File: src/hw/rtl/gaussian_highpass_5x5_macros.svh
// ---------------------------------------------------------------------------
// gaussian high-pass assertion macros
// clocked on clk, disabled while arst_n is low
// ---------------------------------------------------------------------------
`ifndef GAUSSIAN_HIGHPASS_5X5_MACROS_SVH
`define GAUSSIAN_HIGHPASS_5X5_MACROS_SVH

// property that must hold at every edge out of reset
`define GHP_ASSERT(label, prop, msg) \
	label: assert property (@(posedge clk) disable iff (!arst_n) (prop)) \
		else $error(msg);

// consequent must hold in the cycle after the antecedent
`define GHP_ASSERT_NEXT(label, ante, cons, msg) \
	label: assert property (@(posedge clk) disable iff (!arst_n) (ante) |=> (cons)) \
		else $error(msg);

`endif

File: src/hw/rtl/ghp_pkg.sv
// ---------------------------------------------------------------------------
// ghp_pkg
// shared constants, register codes and types of the 5x5 gaussian high-pass
// ---------------------------------------------------------------------------
package ghp_pkg;

	localparam int DEF_MAX_WIDTH   = 1024;
	localparam int DEF_MAX_HEIGHT  = 1024;
	localparam int DEF_WEIGHT_BITS = 16;

	localparam int PIX_W     = 8;
	localparam int SIZE_W    = 11;
	localparam int WGT_W     = 16;
	localparam int COORD_W   = 10;
	localparam int SUM_W     = 11;
	localparam int NUM_CLASS = 6;
	localparam int CLASS_W   = 3;
	localparam int KW        = 5;
	localparam int KERN_HALF = 2;
	localparam int NUM_ROWS  = 4;
	localparam int RSEL_W    = 2;
	localparam int MIN_SIZE  = 5;
	localparam int ADDR_W    = 5;
	localparam int DATA_W    = 32;

	localparam logic [2:0] REG_IMAGE_WIDTH   = 3'd0;
	localparam logic [2:0] REG_IMAGE_HEIGHT  = 3'd1;
	localparam logic [2:0] REG_WEIGHT_CENTER = 3'd2;
	localparam logic [2:0] REG_WEIGHT_EDGE1  = 3'd3;
	localparam logic [2:0] REG_WEIGHT_DIAG1  = 3'd4;
	localparam logic [2:0] REG_WEIGHT_EDGE2  = 3'd5;
	localparam logic [2:0] REG_WEIGHT_KNIGHT = 3'd6;
	localparam logic [2:0] REG_WEIGHT_CORNER = 3'd7;

	localparam logic [SIZE_W-1:0] RST_SIZE = 11'd1024;
	localparam logic [WGT_W-1:0] RST_WEIGHT [NUM_CLASS] = '{
		16'd10624, 16'd6443, 16'd3908, 16'd1438, 16'd872, 16'd195
	};

	// weight class of each window tap, by squared distance from the centre
	localparam logic [CLASS_W-1:0] CLASS_MAP [KW][KW] = '{
		'{3'd5, 3'd4, 3'd3, 3'd4, 3'd5},
		'{3'd4, 3'd2, 3'd1, 3'd2, 3'd4},
		'{3'd3, 3'd1, 3'd0, 3'd1, 3'd3},
		'{3'd4, 3'd2, 3'd1, 3'd2, 3'd4},
		'{3'd5, 3'd4, 3'd3, 3'd4, 3'd5}
	};

	// one line-memory word: the four stored rows at one column
	typedef logic [NUM_ROWS-1:0][PIX_W-1:0] row_word_t;

	typedef struct packed {
		logic [SIZE_W-1:0]                 image_width;
		logic [SIZE_W-1:0]                 image_height;
		logic [NUM_CLASS-1:0][WGT_W-1:0]   weight;
	} cfg_t;

endpackage

File: src/hw/rtl/ghp_regs.sv
// ---------------------------------------------------------------------------
// ghp_regs
// apb register file: image size and the six gaussian class weights
// ---------------------------------------------------------------------------
module ghp_regs
	import ghp_pkg::*;
(
	input  logic              clk,
	input  logic              arst_n,
	input  logic              psel,
	input  logic              penable,
	input  logic              pwrite,
	input  logic [ADDR_W-1:0] paddr,
	input  logic [DATA_W-1:0] pwdata,
	output logic [DATA_W-1:0] prdata,
	output cfg_t              cfg
);

	cfg_t       cfg_q;
	logic [2:0] idx;

	assign idx = paddr[ADDR_W-1:2];

	always_ff @(posedge clk or negedge arst_n) begin
		if (!arst_n) begin
			cfg_q.image_width  <= RST_SIZE;
			cfg_q.image_height <= RST_SIZE;
			for (int k = 0; k < NUM_CLASS; k++) begin
				cfg_q.weight[k] <= RST_WEIGHT[k];
			end
		end else if (psel && penable && pwrite) begin
			case (idx)
				REG_IMAGE_WIDTH:   cfg_q.image_width  <= pwdata[SIZE_W-1:0];
				REG_IMAGE_HEIGHT:  cfg_q.image_height <= pwdata[SIZE_W-1:0];
				REG_WEIGHT_CENTER: cfg_q.weight[0]    <= pwdata[WGT_W-1:0];
				REG_WEIGHT_EDGE1:  cfg_q.weight[1]    <= pwdata[WGT_W-1:0];
				REG_WEIGHT_DIAG1:  cfg_q.weight[2]    <= pwdata[WGT_W-1:0];
				REG_WEIGHT_EDGE2:  cfg_q.weight[3]    <= pwdata[WGT_W-1:0];
				REG_WEIGHT_KNIGHT: cfg_q.weight[4]    <= pwdata[WGT_W-1:0];
				REG_WEIGHT_CORNER: cfg_q.weight[5]    <= pwdata[WGT_W-1:0];
				default: ;
			endcase
		end
	end

	always_comb begin
		case (idx)
			REG_IMAGE_WIDTH:   prdata = DATA_W'(cfg_q.image_width);
			REG_IMAGE_HEIGHT:  prdata = DATA_W'(cfg_q.image_height);
			REG_WEIGHT_CENTER: prdata = DATA_W'(cfg_q.weight[0]);
			REG_WEIGHT_EDGE1:  prdata = DATA_W'(cfg_q.weight[1]);
			REG_WEIGHT_DIAG1:  prdata = DATA_W'(cfg_q.weight[2]);
			REG_WEIGHT_EDGE2:  prdata = DATA_W'(cfg_q.weight[3]);
			REG_WEIGHT_KNIGHT: prdata = DATA_W'(cfg_q.weight[4]);
			REG_WEIGHT_CORNER: prdata = DATA_W'(cfg_q.weight[5]);
			default:           prdata = '0;
		endcase
	end

	assign cfg = cfg_q;

endmodule

File: config.mk
export PLATFORM = sky130hd
export DESIGN_NAME = ghp_regs
export DESIGN_NICKNAME = d
export VERILOG_FILES = /design/src/hw/rtl/gaussian_highpass_5x5_macros.svh /design/src/hw/rtl/ghp_pkg.sv /design/src/hw/rtl/ghp_regs.sv
export SDC_FILE = /design/constraint.sdc
export NUM_CORES = 1
export LEC_CHECK = 0
export ABC_AREA = 1
export BUFFER_PORTS_ARGS = -buffer_cell sky130_fd_sc_hd__buf_2
export CORE_MARGIN = 5
export CORE_UTILIZATION = 43
export CTS_BUF_LIST = sky130_fd_sc_hd__clkbuf_16
export DETAILED_ROUTE_END_ITERATION = 8
export PLACE_DENSITY = 0.7
export SKIP_LAST_GASP = 1
export SYNTH_ARGS = -nofsm -noshare
export SYNTH_HDL_FRONTEND = slang
export SYNTH_SLANG_ARGS = --single-unit
export TNS_END_PERCENT = 30
File: constraint.sdc
create_clock -name clk -period 1.95 [get_ports clk]
set_input_delay 0.39 -clock clk [delete_from_list [all_inputs] [get_ports clk]]
set_output_delay 0.39 -clock clk [all_outputs]
set_load 0.01 [all_outputs]
Word level (Yosys, flattened, before mapping) --
Cells that the tools add are included.
Word-level totals: bits in registers 118, bits in latches 0, bits in read-only memories 0, RAM bits 0, memories 0, input bits 42
Operators by class: $lt $le $gt $ge 0, bitwise gates (word level) 0, div/mod/pow operators 0, equality and inequality tests 7, $add $sub $neg 0, shift-type cells 0, mux-type cells 1, reduce and logical (&&, ||, !) cells 11, multipliers 0
Operators with widths (number):
- one-hot mux 32 bit (8 select lines) | 1
- AND reduction 2 bit | 8
- == test 3 bit, second input constant | 4
- == test 3 x 2 -> 1 bit, second input constant | 2
- == test 3 x 1 -> 1 bit, second input constant | 1
- logical NOT 3 bit | 1
- logical AND 1 bit | 2

Longest topological paths before layout --
Gate-level depths: netlist (run 1).
depth in word-level cells 3, depth in mapped cells 8

Worst setup path before layout (run 1) --
OpenSTA, ideal clock, no wires.
path type input-to-output, start in paddr[3], end out prdata[13], data required time 1.560 ns, data arrival time 1.262 ns, slack 0.298 ns, cell stages on the path 6, path buffers 3, cells stage by stage buf_4 -> buf_2 -> buf_2 -> nand4_1 -> o21a_1 -> nand3b_1
On the way: word-level cells in the longest chain between the ends 2
RTL lines:
- start: declaration | RTL line ghp_regs.sv:13 | input logic [ADDR_W-1:0] paddr,
- == test 3 bit (tied with other cells) | RTL line ghp_regs.sv:47 | case (idx)
- one-hot mux 32 bit (8 select lines) * | RTL line ghp_regs.sv:47
- end: declaration | RTL line ghp_regs.sv:15 | output logic [DATA_W-1:0] prdata,
Every way passes the cells marked *; elsewhere a longest branch is shown, timed or not. The select of a mux whose other input is x is not followed.

Final worst setup path (run 1) --
start in paddr[2], end out prdata[4]
Same word-level chain as after synthesis.

==> impl_summary.txt, run 1 <==
----------------------------------------------------
[Outcome]
  Outcome ... completed

[GRT]
  Via count of the first global-routing pass ... just over 5000
  Initial antenna violation count ... 0
  Pin count of the biggest net entering global routing ... 36
  Total gr overflow ... 0
  Global-route usage over all layers ... approximately a quarter
  Wire length of the first global-routing pass ... 29.4 mm

[Pwr]
  Part of the power in the clock network ... 34.9%
  Power after layout ... about 0.0084 W
  Sequential cell fraction of total power ... between 40% and 50%
  Internal cell power ... around 0.0057 W
  Sw Ratio ... between 30% and 40%
  Maximum ir drop on the vdd rail ... 0.585 mV
  Switching power total ... about 0.0027 W
  Power share of the combinational group ... about a quarter
  Leakage ... between 3 and 4 nW
  Pwr Density ... ~1100 nW/um2

[Route]
  Drt initial violations ... 625
  Post-DRT Antenna Nets ... 0
  Total Wirelength ... 18.8 mm
  DRC viols ... 0
  Detail-routed via count per cell ... 5.33
  Vias after detailed routing ... approximately 5500
  Top Layer Used ... met4
  Wire length on met2 ... between 8 and 9 mm
  Met3 layer wire length in the routed design ... approximately 1.6 mm
  Per-cell routed wire length ... approximately 18 um
  Number of iterations in the first detailed-routing pass ... 7
  M1 wire length ... 8.16 mm

[Timing]
  Maximum frequency from static timing analysis ... 528 MHz
  Final hold violations ... 0
  RSZ-0062 raised after global routing ... true
  Max-slew headroom at the worst pin ... roughly 58%
  Period utilization ... between 90% and 100%
  Final Max Slew Viols ... 0
  Total of endpoints with negative setup slack in the final report ... 0
  Worst Max-Slew Pin Slew ... 0.631 ns
  Worst Setup Slack, final ... about 0.054 ns
  Post-route clock skew ... 0 ns
  Time the worst path needs with I/O delays and setup ... around 1.9 ns

[Final layout]
  Number of nets in the finished design ... between 800 and 900
  Share of cells above drive strength 1 ... between 30% and 40%
  Number of antenna cells inserted ... 0
  Signed area change from the synthesized netlist to the final layout ... 28.9%
  Max FFs per register ... about 120
  Post-Route Utilization ... a little under three fifths
  Post-route cell area ... roughly 7400 um2

[Floorplan]
  Width of the die ... 125 um
  Total die area ... ~16000 um2
  Floorplan core area ... approximately 13000 um2
  Top-level I/O count ... between 150 and 200
  Initial Util ... 43.6%
  Number of placement rows ... 42
  Floorplan die height ... 125 um

[Place]
  Buffers added on ports ... 157
  Total half-perimeter wirelength after legalization and detailed placement ... between 10 and 15 mm
  Post-detailed-placement cell area ... approximately 6800 um2
  Setup slack at placement ... approximately 0.046 ns
  Final weighted congestion of routability-driven global placement ... 0.900

[Synthesis]
  Number of enable flip-flop cells after synthesis ... 0
  Dominant cell by count in the synthesized netlist ... nand2_1
  Mean Syn Cell Area ... ~8.5 um2
  Syn Inst Count ... 678
  Sequential-to-total area share from yosys stat ... 52.3%
  Number of synthesized register bits ... 118
  Synth area leader ... dfrtp_1
  Cell Area, Synth ... 5730 um2
  Synthesis warning total ... 0
  Top cells by area in the synthesized netlist ... dfrtp_1, dfstp_2, nand2_1
  Number of different library cells in the post-synthesis netlist ... 28
  Top cell types by occurrence after synthesis ... nand2_1, dfrtp_1, nor2_1, nand4_1, o21ai_0
  Top-area cell type share of the netlist area ... 36.2%
  Post-synth top flop ... dfrtp_1
  Share of flip-flops with an asynchronous set or reset after synthesis ... 100%

[Flow run]
  Max Cap Viol ... 0

[Clock network]
  Root buffer selected by CTS ... clkbuf_16
  TritonCTS buffer count ... 17
  Insertion delay to the later sink of the worst-skew pair ... around 0.42 ns
  Clock transition at path regs ... 0.05 ns
  CTS tree ... done
  CTS Buffer Depth ... 2
  CTS Sinks ... 118
  H-tree Lvls ... 4

[Worst setup path]
  Required @ worst endpoint ... about 1.6 ns
  Kind of capture point of the worst setup path ... output port
  Data arrival time of the critical path ... approximately 1.5 ns
  Critical path launch point type ... primary input
  WS Path Type ... primary input to output port
  Crit-path max FO ... 16
  Worst reg2reg path depth ... 3

[Min path]
  Hold-critical path depth ... 3
  Class of the tightest hold or removal check ... primary input to flip-flop

----------------------------------------------------
==> placed cells by master, fill, tap and decap left out, drive strengths merged <==
| cell | instances |
|---|---|
| nand3b | 4 |
| nand3 | 32 |
| dfstp | 35 |
| clkbuf | 18 |
| dlygate4sd3 | 1 |
| conb | 16 |
| o21a | 4 |
| clkinvlp | 3 |
| nor3 | 3 |
| nand2 | 141 |
| inv | 52 |
| nor2 | 74 |
| buf | 187 |
| or2 | 1 |
| nand4 | 60 |
| bufinv | 2 |
| clkinv | 7 |
| dfrtp | 83 |
| o21ai | 97 |
| a21oi | 30 |
==> routing by layer <==
| layer | track usage, % | vias to the layer above |
|---|---|---|
| met3 | 6.40 | 37 |
| li1 | - | 2551 |
| met5 | 0 | - |
| met2 | 36.2 | 263 |
| met1 | 33.4 | 2616 |
| met4 | 9.18 | 0 |
==> kinds of logic (layout without fill, tap and decap cells) <==
group / Yosys count / after routing / synth area share [%]
flip-flops: 118 / 118 / 52.3
other: 1 / 16 / 0.0654
buffers and inverters: 113 / 270 / 9.78
AND/OR/NAND/NOR: 315 / 315 / 25.2
AO/OA/AOI/OAI: 131 / 131 / 12.7
==> area by class of cell <==
cell class | count | area, um2
clock buffers | 17 | 425
inverters | 49 | 189
repair buffers | 189 | 1200
fillers | 1207 | 5750
flip-flops and latches | 118 | 3000
well taps | 176 | 220
clock inverters | 15 | 125
multi-input cells | 462 | 2230
==> worst max-delay path, stage by stage <==
cell,delay (ns)
buf_2,0.24
nor2_4,0.08
buf_12,0.15
nand3_1,0.06
nand2_1,0.09
nor2_1,0.22
nand3_1,0.11
buf_2,0.15
==> through the flow <==
step | setup TNS (ns) | instances | hold WS [ns]
3_3_place_gp | 0 | 992 | 0.381
5_1_grt | -0.0225 | 1026 | 0.182
6_report | 0 | 1026 | 0.191
3_5_place_dp | 0 | 992 | 0.382
4_1_cts | 0 | 1025 | 0.179
2_1_floorplan | 0 | 693 | 0.0944
==> power by group through the flow <==
stage               logic, W  clock network, W  registers (W)
floorplan           0.000781                 0        0.00369
global placement     0.00193                 0        0.00352
detailed placement   0.00197                 0        0.00353
CTS                  0.00198           0.00295        0.00350
global route         0.00218           0.00305        0.00357
finish               0.00197           0.00293        0.00350
==> what timing repair did <==
action | CTS | global route
gates resized for setup | 0 | 3
endpoints found under the setup margin | 0 | 8
setup buffers | 0 | 1
hold buffers | 1 | 0
hold endpoints to repair | 21 | 0
==> final timing paths <==
check / start / end / slack [ns]
min in group asynchronous: arst_n / cfg[46]$_DFFE_PN0P_ / 0.48
setup / recovery: paddr[2] / prdata[4] / 0.05
hold / removal: pwdata[8] / cfg[72]$_DFFE_PN1P_ / 0.19
hold reg to reg: cfg[87]$_DFFE_PN1P_ / cfg[87]$_DFFE_PN1P_ / 0.49
max in group asynchronous: arst_n / cfg[49]$_DFFE_PN1P_ / 0.88
setup reg to reg: cfg[16]$_DFFE_PN1P_ / cfg[16]$_DFFE_PN1P_ / 1.12
(Power assumes the default switching activity.)
==> inputs of run 2 (changes only) <==
--- a/config.mk
+++ b/config.mk
@@ -9,10 +9,11 @@
 export BUFFER_PORTS_ARGS = -buffer_cell sky130_fd_sc_hd__buf_2
 export CORE_MARGIN = 5
 export CORE_UTILIZATION = 43
-export CTS_BUF_LIST = sky130_fd_sc_hd__clkbuf_16
+export CTS_BUF_LIST = sky130_fd_sc_hd__clkbuf_8
 export DETAILED_ROUTE_END_ITERATION = 8
-export PLACE_DENSITY = 0.7
+export PLACE_DENSITY = 0.71
 export SKIP_LAST_GASP = 1
+export SLEW_MARGIN = 40
 export SYNTH_ARGS = -nofsm -noshare
 export SYNTH_HDL_FRONTEND = slang
 export SYNTH_SLANG_ARGS = --single-unit
==> impl_summary.txt, run 2 (synthesis results as in run 1) <==
----------------------------------------------------
[GRT]
  Via count of the first global-routing pass ... 4845 (-6.7%)
  Pin count of the biggest net entering global routing ... 49 (+36%)
  Wire length of the first global-routing pass ... 28.4 mm (-3.3%)
  Initial antenna violation count ... 3 (+3)
  Total gr overflow ... 0 (unchanged)
  Global-route usage over all layers ... 23.3% (-0.78 points)

[Floorplan]
  Width of the die ... 125 um (unchanged)
  Floorplan core area ... 13100 um2 (unchanged)
  Number of placement rows ... 42 (unchanged)
  Floorplan die height ... 125 um (unchanged)
  Initial Util ... 43.6% (unchanged)
  Top-level I/O count ... 192 (unchanged)
  Total die area ... 15700 um2 (unchanged)

[Min path]
  Class of the tightest hold or removal check ... primary input to flip-flop

[Timing]
  Worst Max-Slew Pin Slew ... 0.526 ns (-0.104 ns)
  Time the worst path needs with I/O delays and setup ... 1.92 ns (+0.0235 ns)
  Total of endpoints with negative setup slack in the final report ... 0 (unchanged)
  Max-slew headroom at the worst pin ... 64.9% (+7.0 points)
  Final hold violations ... 0 (unchanged)
  Worst Setup Slack, final ... 0.0308 ns (-0.0235 ns)
  Post-route clock skew ... 0 ns (unchanged)
  Maximum frequency from static timing analysis ... 521 MHz (-1.2%)
  Post-route worst hold slack ... 0.156 ns (-0.0354 ns)
  RSZ-0062 raised after global routing ... true
  Final Max Slew Viols ... 0 (unchanged)
  Period utilization ... 98.4% (+1.2 points)

[Pwr]
  Leakage ... 3.66 nW (-2.6%)
  Maximum ir drop on the vdd rail ... 0.491 mV (-16%)
  Power after layout ... 0.00769 W (-8.5%)
  Pwr Density ... 1070 nW/um2 (-6.0%)

[Final layout]
  Layout fillers ... 1274 (+5.6%)
  Signed area change from the synthesized netlist to the final layout ... 25.4%
  Share of cells above drive strength 1 ... 33.8% (+0.98 points)
  Number of nets in the finished design ... 881 (+0.23%)
  Max FFs per register ... 118 (unchanged)
  Post-Route Utilization ... 54.7% (-1.5 points)
  Commonest non-fill, non-tap cells in the layout ... buf_2, nand2_1, dfrtp_1, nor2_1, nand4_1
  Commonest non-fill, non-tap cell in the layout ... buf_2

[Worst setup path]
  Kind of capture point of the worst setup path ... output port
  Capture instance of the worst register-to-register path ... cfg[19]$_DFFE_PN1P_
  Critical path launch point type ... primary input
  Cell repeated most along the worst path ... buf_2
  Launch instance of the worst register-to-register path ... cfg[19]$_DFFE_PN1P_
  Crit-path max FO ... 29 (+13)
  Sequence of cells on the critical path ... buf_2, buf_12, buf_6, nand4_1, nand2_1, nor2_1, nand3_1, buf_2
  Slowest stage cell on the critical path ... buf_6
  Worst setup endpoint ... prdata[6]
  Logic depth of the worst setup path including buffers ... 8 (unchanged)
  Required @ worst endpoint ... 1.56 ns (about the same)
  Critical path buffer and inverter count ... 4 (+1)
  WS Path Type ... primary input to output port
  Worst path max stage delay ... 0.26 ns (+0.02 ns)
  Family with the most delay on the worst path ... buffers and inverters
  Worst reg2reg path depth ... 3 (unchanged)
  CP Launch Point ... paddr[2]
  Data arrival time of the critical path ... 1.53 ns (+0.02 ns)
  R2R Setup Slk ... 1.09 ns (-0.03 ns)

[Place]
  Final weighted congestion of routability-driven global placement ... 0.890 (-1.1%)
  Setup slack at placement ... 0.0187 ns (-0.0271 ns)
  Buffers added on ports ... 157 (unchanged)
  Total half-perimeter wirelength after legalization and detailed placement ... 13.5 mm (-2.2%)

[Clock network]
  TritonCTS buffer count ... 17 (unchanged)
  Root buffer selected by CTS ... clkbuf_8
  CTS Sinks ... 118 (unchanged)
  CTS tree ... done
  H-tree Lvls ... 4 (unchanged)
  CTS Buffer Depth ... 2 (unchanged)
  Insertion delay to the later sink of the worst-skew pair ... 0.43 ns (about the same)
  Clock transition at path regs ... 0.08 ns (+0.03 ns)

[Route]
  Detail-routed via count per cell ... 5.29 (-0.69%)
  DRC viols ... 0 (unchanged)
  Per-cell routed wire length ... 18.0 um (-1.6%)
  Post-DRT Antenna Nets ... 0 (unchanged)
  Vias after detailed routing ... 5456 (-0.20%)
  Number of iterations in the first detailed-routing pass ... 5 (-2)
  Total Wirelength ... 18.6 mm (-1.1%)
  Drt initial violations ... 768 (+23%)

[Flow run]
  Max Cap Viol ... 0 (unchanged)

[Outcome]
  Outcome ... completed

----------------------------------------------------
run 2: cell types whose count changed in the layout (fill, tap and decap cells not counted), sizes merged:
cell / before / now
diode: 0 / 3
clkinvlp: 3 / 4
clkinv: 7 / 6
clkbuf: 18 / 17
buf: 187 / 190
run 2: per-layer routing:
metal / track usage (%) / wire (um) / vias up
met5: 0 / 0 / -
met4: 8.10 / 436 / 0
met3: 5.42 / 1440 / 32
met2: 34.0 / 8460 / 259
met1: 34.0 / 8230 / 2606
li1: - / - / 2559
run 2: metrics by stage:
step	cells	cell area, um2	TNS (ns)
5_1_grt	1031	7190	-0.103
3_5_place_dp	992	6750	0
4_1_cts	1025	7150	-0.000672
2_1_floorplan	693	5790	0
3_3_place_gp	992	6750	0
6_report	1031	7190	0
run 2: area by class of cell:
| class | count | area, um2 | share of cell area (%) |
|---|---|---|---|
| multi-input combinational | 462 | 2240 | 31.1 |
| antenna | 3 | 7.51 | 0.104 |
| sequential | 118 | 3000 | 41.7 |
| inverter | 49 | 186 | 2.59 |
| clock buffer | 17 | 234 | 3.25 |
| tap | 176 | 220 | 3.06 |
| clock inverter | 15 | 156 | 2.18 |
| timing repair buffer | 191 | 1150 | 16.0 |
run 2: worst min-delay path by stage:
stage               depth (start not counted)       from                  end
finish                                      3  pwdata[8]  cfg[72]$_DFFE_PN1P_
global route                                3  pwdata[3]  cfg[67]$_DFFE_PN1P_
CTS                                         3  pwdata[8]  cfg[72]$_DFFE_PN1P_
detailed placement                          1     arst_n  cfg[47]$_DFFE_PN0P_
global placement                            1     arst_n  cfg[31]$_DFFE_PN0P_
floorplan                                   0     arst_n   cfg[0]$_DFFE_PN0P_
run 2: worst reg2reg max path, cell delays in order (launching register included):
cell     delay [ns]
dfstp_2        0.53
buf_4          0.12
nand2_1        0.06
o21ai_2        0.08
run 2: repair_timing:
item | in CTS | in global routing
hold endpoints to repair | 8 | 0
gates resized for setup | 1 | 3
pin swaps | 0 | 3
hold buffers | 1 | 0
setup endpoints to repair | 2 | 9
buffers inserted | 0 | 3
run 2: where the power goes:
group          leakage (nW)  switching, W  internal (W)
Sequential             1.40      0.000454       0.00307
Combinational          2.06       0.00117      0.000788
Clock                 0.190       0.00107       0.00114
Total                  3.66       0.00269       0.00499
